### src/rtl/core/gba_pkg.sv
// Shared types, constants and helpers of the grid bin aggregator.
// Used by the controller, the datapath and the top level; no dependencies.
package gba_pkg;

   localparam int NUM_BINS = 1024;
   localparam int BIN_AW   = (NUM_BINS > 1) ? $clog2(NUM_BINS) : 1;

   localparam int CMD_W  = 2;
   localparam int BIN_W  = 10;
   localparam int VAL_W  = 64;
   localparam int MODE_W = 3;
   localparam int EXP_W  = 4;
   localparam int HALF_W = VAL_W / 2;

   // Stream payload layout: bin, value and order packed from bit 0, padded to bytes.
   localparam int FIELDS_W   = BIN_W + 2 * VAL_W;
   localparam int DATA_W     = ((FIELDS_W + 7) / 8) * 8;
   localparam int PAD_W      = DATA_W - FIELDS_W;
   localparam int REQ_USER_W = CMD_W + 1;
   localparam int RSP_USER_W = 1;

   localparam int CSR_IDX_W  = 1;
   localparam int CSR_DATA_W = 4;
   localparam logic [CSR_IDX_W-1:0] CSR_AGG_MODE  = 1'b0;
   localparam logic [CSR_IDX_W-1:0] CSR_POWER_EXP = 1'b1;

   localparam logic [MODE_W-1:0] MODE_COUNT = 3'd0;
   localparam logic [MODE_W-1:0] MODE_MIN   = 3'd1;
   localparam logic [MODE_W-1:0] MODE_MAX   = 3'd2;
   localparam logic [MODE_W-1:0] MODE_SUM   = 3'd3;
   localparam logic [MODE_W-1:0] MODE_POWER = 3'd4;
   localparam logic [MODE_W-1:0] MODE_FIRST = 3'd5;

   localparam logic [VAL_W-1:0] S64_MAX = {1'b0, {(VAL_W-1){1'b1}}};
   localparam logic [VAL_W-1:0] S64_MIN = {1'b1, {(VAL_W-1){1'b0}}};

   // One memory word per bin: {used, first order key, accumulator}.
   localparam int MEM_W = 2 * VAL_W + 1;

   typedef enum logic [CMD_W-1:0] {
      CMD_SAMPLE = 2'd0,
      CMD_MERGE  = 2'd1,
      CMD_READ   = 2'd2,
      CMD_CLEAR  = 2'd3
   } cmd_type;

   // Steps of the shared 32x32 multiplier that builds one 64-bit product.
   typedef enum logic [2:0] {
      MUL_NONE,
      MUL_LL,
      MUL_HL,
      MUL_LH,
      MUL_FINISH
   } mul_op_type;

   typedef struct packed {
      logic       load_item;
      logic       clr_step;
      logic       mem_rd;
      logic       mem_we;
      logic       out_load;
      mul_op_type mul_op;
   } ctl_cmd_type;

   typedef struct packed {
      logic clr_last;
      logic need_pow;
      logic exp_zero;
      logic exp_last;
   } dp_status_type;

   function automatic logic [VAL_W-1:0] identity_of(input logic [MODE_W-1:0] mode);
      logic [VAL_W-1:0] id;
      id = '0;
      if (mode == MODE_MIN) begin
         id = S64_MAX;
      end else if (mode == MODE_MAX) begin
         id = S64_MIN;
      end
      return id;
   endfunction

endpackage

### src/rtl/core/gba_ctrl.sv
// Controller state machine of the grid bin aggregator.
// Sequences clearing, bin read, power multiply steps and bin write; uses gba_pkg.
module gba_ctrl
   import gba_pkg::*;
(
   input  logic          clock,
   input  logic          reset,
   input  logic          req_tvalid,
   output logic          req_tready,
   input  logic          rsp_tready,
   output logic          rsp_tvalid,
   input  dp_status_type status,
   output ctl_cmd_type   ctl_cmd
);

   typedef enum logic [2:0] {
      S_CLEAR,
      S_IDLE,
      S_READ,
      S_MUL0,
      S_MUL1,
      S_MUL2,
      S_MULACC,
      S_WRITE
   } state_type;

   state_type state_ff, state_in;
   logic      rsp_tvalid_ff, rsp_tvalid_in;

   always_comb begin
      ctl_cmd       = '0;
      state_in      = state_ff;
      rsp_tvalid_in = rsp_tvalid_ff && !rsp_tready;
      unique case (state_ff)
         S_CLEAR: begin
            ctl_cmd.clr_step = 1'b1;
            if (status.clr_last) begin
               state_in = S_IDLE;
            end
         end
         S_IDLE: begin
            if (req_tvalid) begin
               ctl_cmd.load_item = 1'b1;
               state_in          = S_READ;
            end
         end
         S_READ: begin
            ctl_cmd.mem_rd = 1'b1;
            state_in = (status.need_pow && !status.exp_zero) ? S_MUL0 : S_WRITE;
         end
         S_MUL0: begin
            ctl_cmd.mul_op = MUL_LL;
            state_in       = S_MUL1;
         end
         S_MUL1: begin
            ctl_cmd.mul_op = MUL_HL;
            state_in       = S_MUL2;
         end
         S_MUL2: begin
            ctl_cmd.mul_op = MUL_LH;
            state_in       = S_MULACC;
         end
         S_MULACC: begin
            ctl_cmd.mul_op = MUL_FINISH;
            state_in = status.exp_last ? S_WRITE : S_MUL0;
         end
         S_WRITE: begin
            // The result register must be free before the bin is committed.
            if (!rsp_tvalid_ff || rsp_tready) begin
               ctl_cmd.mem_we   = 1'b1;
               ctl_cmd.out_load = 1'b1;
               rsp_tvalid_in    = 1'b1;
               state_in         = S_IDLE;
            end
         end
         default: begin
            state_in = S_IDLE;
         end
      endcase
   end

   always_ff @(posedge clock) begin
      if (reset) begin
         state_ff      <= S_CLEAR;
         rsp_tvalid_ff <= 1'b0;
      end else begin
         state_ff      <= state_in;
         rsp_tvalid_ff <= rsp_tvalid_in;
      end
   end

   assign req_tready = (state_ff == S_IDLE);
   assign rsp_tvalid = rsp_tvalid_ff;

`ifndef SYNTHESIS
   a_accept_reads: assert property (@(posedge clock) disable iff (reset)
      (req_tvalid && req_tready) |=> (state_ff == S_READ))
      else $error("accepted transaction did not start a bin read");

   a_load_free: assert property (@(posedge clock) disable iff (reset)
      ctl_cmd.out_load |-> (!rsp_tvalid_ff || rsp_tready))
      else $error("result register overwritten while a transaction waits");

   a_load_shows: assert property (@(posedge clock) disable iff (reset)
      ctl_cmd.out_load |=> rsp_tvalid_ff)
      else $error("loaded result not presented");

   a_mul_no_write: assert property (@(posedge clock) disable iff (reset)
      (ctl_cmd.mul_op != MUL_NONE) |-> (!ctl_cmd.mem_we && !req_tready))
      else $error("bin write or accept during power multiply");
`endif

endmodule

### config.mk
export PLATFORM = sky130hd
export DESIGN_NAME = gba_ctrl
export DESIGN_NICKNAME = d
export VERILOG_FILES = /design/src/rtl/core/gba_pkg.sv /design/src/rtl/core/gba_ctrl.sv
export SDC_FILE = /design/constraint.sdc
export NUM_CORES = 1
export LEC_CHECK = 0
export ABC_CLOCK_PERIOD_IN_PS = 2600
export BUFFER_PORTS_ARGS = -buffer_cell sky130_fd_sc_hd__buf_2
export CAP_MARGIN = 20
export CORE_AREA = 2 2 39 41
export DETAILED_ROUTE_END_ITERATION = 6
export DIE_AREA = 0 0 41 43
export PLACE_DENSITY_LB_ADDON = 0.1
export SLEW_MARGIN = 20
export SYNTH_ARGS = -nofsm -noshare
export SYNTH_HDL_FRONTEND = slang
export SYNTH_SLANG_ARGS = --single-unit
### constraint.sdc
create_clock -name clock -period 2.6 [get_ports clock]
set_clock_uncertainty 0.2 [all_clocks]
set_input_delay 0.52 -clock clock [delete_from_list [all_inputs] [get_ports clock]]
set_output_delay 0.52 -clock clock [all_outputs]
set_load 0.005 [all_outputs]
==> flow_summary_export.csv <==
group,metric,value,unit
run_status,status,"finished, final reports clean",
grt,grt_max_degree,14,
floorplanning,die_area,1763,sq um
synthesis,synth_nets,45,
sta,fmax,0.5038,GHz
routing,drtIter0Drc,1,
sta,setup_ws,0.6152,ns
synthesis,synth_top_family_by_area,"simple AND/OR/NAND/NOR gates",
floorplanning,die_w,41,um
sta,slew-limit-headroom,73.01,%
synthesis,synth.mux.area_fraction,0,%
grt,top_usage_layer,"met2",
synthesis,yosysUniqueCellTypes,22,
placed_design,dp_hpwl,505.4,um
routing,ant_nets,0,
critical_path,cp-start-kind,"register",
sta,tns,0,ns
grt,track_usage,9.237,%
sta,setup_viol,0,
sta,hold_violations,0,
routing,drc,0,
sta,fin_crit,1.985,ns
clocking,htree_levels,1,
floorplanning,row_count,14,
routing,viasPerCell,4.304,
floorplanning,die_h,43,um
power_and_ir_drop,p_int,153.0,uW
power_and_ir_drop,clkPwrFrac,34.3,%
placed_design,gp_congestion,0.6196,
final_layout,fin_nets,63,
clocking,root_buffer,"clkbuf_4",
grt,use_met1,10.93,%
sta,holdWs,0.3086,ns
routing,firstDrtPassIters,2,
critical_path,crit_path_max_fanout,9,
power_and_ir_drop,cellPowerDensity,600.9,nW/um^2
placed_design,portBuffers,17,
final_layout,diodes,0,
synthesis,synthCells,37,
synthesis,avgSynthCellArea,7.338,sq um
clocking,post_cts_buffers,0,
critical_path,crit_arrival,1.26,ns
grt,grt_overflow,0,
routing,wirelength,706,um
sta,finalCritPeriodShare,76.34,%
power_and_ir_drop,seqPwrFrac,40.0,%
floorplanning,core-area,1384,sq um
power_and_ir_drop,power,223.3,uW
critical_path,crit_required,1.88,ns
synthesis,synth-xor-area-share,0,%
critical_path,critPathBufInv,1,
final_layout,mostFrequentLayoutCells,"buf_2 (17), nor2_1 (5), dfxtp_1 (4)",
worst_hold_path,hold_path.class,"primary input to register",
clocking,hold_buffers,0,
clocking,numCtsBuffers,3,
synthesis,ys_warn_count,0,
final_layout,syn2layout_area_growth,36.87,%
sta,rsz0062_at_grt,"no",
grt,use_met3,0.5236,%
critical_path,path_class,"register to output pin",
clocking,cts.sinks,4,
run,drv_cap,0,
placed_design,dp_worst_setup_slack,0.8218,ns
power_and_ir_drop,netSwitchingPower,70.30,uW
power_and_ir_drop,power_switching_share,31.48,%
final_layout,layout_commonest_cell,"buf_2",
critical_path,cpMaxStageDelayCell,"dfxtp_1",
power_and_ir_drop,p_comb_share,25.7,%
grt,grt_pass1_wl,1.090,mm
synthesis,synthSimpleGateAreaFrac,47.47,%
power_and_ir_drop,peakVddDrop,0.1106,mV
grt,antenna_found_initial,0,
sta,timing.final.max_slew_violations,0,
floorplanning,floorplan.initialDensity,19.62,%
synthesis,seq_area_frac_synth,29.49,%
floorplanning,pin_count,18,
final_layout,drive_gt1_share,41.51,%
critical_path,cpPeakStageDelay,0.51,ns
clocking,clk_latency,0.23,ns
synthesis,syn_area,271.5,sq um
routing,wl_per_cell,10.23,um
routing,dr_total_vias,297,
critical_path,critPathTopFamily,"flip-flops",
grt,grtUsageMet2,13.13,%
clocking,ctsResizeCount,0,
critical_path,path_cells,"and2b_1 -> o21a_1 -> buf_2",
synthesis,ys_ff_latch,4,
critical_path,end_kind,"output pin",
clocking,path_clk_slew,0.04,ns
synthesis,synthAdderAreaFrac,0,%
clocking,cts_max_path_buffers,2,
sta,tightestPinTransition,0.4043,ns
power_and_ir_drop,leakagePower,0.0001873,uW
clocking,cts_tree,"done",
grt,grt_pass1_vias,287,
synthesis,synth-compound-area-share,11.52,%
## area by class of cell
class | instances | area, sq um
Timing Repair Buffer | 17 | 85.08
Sequential cell | 4 | 80.08
Clock buffer | 3 | 22.52
Multi-Input combinational cell | 28 | 160.2
Tap cell | 16 | 20.02
Inverter | 1 | 3.754
Fill cell | 161 | 1012
## synthesized netlist by cell type
master / count / area, sq um
nor3_1: 3 / 15.01
o21a_1: 1 / 7.510
buf_2: 1 / 5.000
nand2_1: 2 / 7.510
nor2_2: 1 / 6.260
and3_1: 1 / 6.260
buf_4: 3 / 22.52
inv_2: 1 / 3.750
o21ai_1: 1 / 5.000
a311oi_1: 1 / 8.760
nand3_1: 1 / 5.000
or3b_1: 1 / 8.760
dfxtp_1: 4 / 80.08
or3_1: 1 / 6.260
a21oi_1: 2 / 10.01
nand3b_1: 1 / 7.510
and2b_1: 1 / 7.510
nor2_1: 5 / 18.77
nor3b_1: 2 / 15.01
and2_1: 1 / 6.260
nor4_1: 1 / 6.260
nor2b_1: 2 / 12.51
## flip-flops by register name, indices dropped and copies added, names as in the netlist
name	count
rsp_tvalid	1
state_ff	3
## stage by stage
stage | instances | cell area, sq um | utilization [%]
global route | 69 | 371.6 | 26.85
CTS | 69 | 371.6 | 26.85
detailed placement | 66 | 349.1 | 25.23
floorplan | 37 | 271.5 | -
global placement | 66 | 349.1 | 25.23
finish | 69 | 371.6 | 26.85
## worst reg2reg max path: cells and delay by family, from the launching register on
kind,cells,cell delay (ns)
and+or+nand+nor,2,0.47
DFF,1,0.42
AOI/OAI and AO/OA,1,0.15
## layer usage
layer	up-vias	part of all wire [%]
met4	0	0
li1	159	-
met5	-	0
met3	0	7.2
met2	12	49
met1	126	44
## cells by family (layout without fill, tap and decap cells)
kind of cell / Yosys count / after routing
buf+inv: 5 / 21
simple gates: 23 / 23
compound gates: 5 / 5
flops: 4 / 4
## power groups by stage
| stage | clock, uW | combinational, uW | sequential (uW) |
|---|---|---|---|
| after floorplan | 0 | 54.6 | 72.9 |
| after global placement | 0 | 59.3 | 90.8 |
| after detailed placement | 0 | 57.7 | 90.4 |
| after CTS | 81.5 | 58.3 | 89.2 |
| after global routing | 82.9 | 65.3 | 91.2 |
| final | 76.6 | 57.3 | 89.4 |
## worst paths after layout
check        slack, ns        start  cells after the start          end
min               0.31        reset                      2   rsp_tvalid
min reg2reg       0.42  state_ff[1]                      2  state_ff[1]
max reg2reg       1.24  state_ff[2]                      3  state_ff[2]
max               0.62  state_ff[1]                      3   ctl_cmd[0]
No activity file was read; power rests on OpenSTA's default activity.
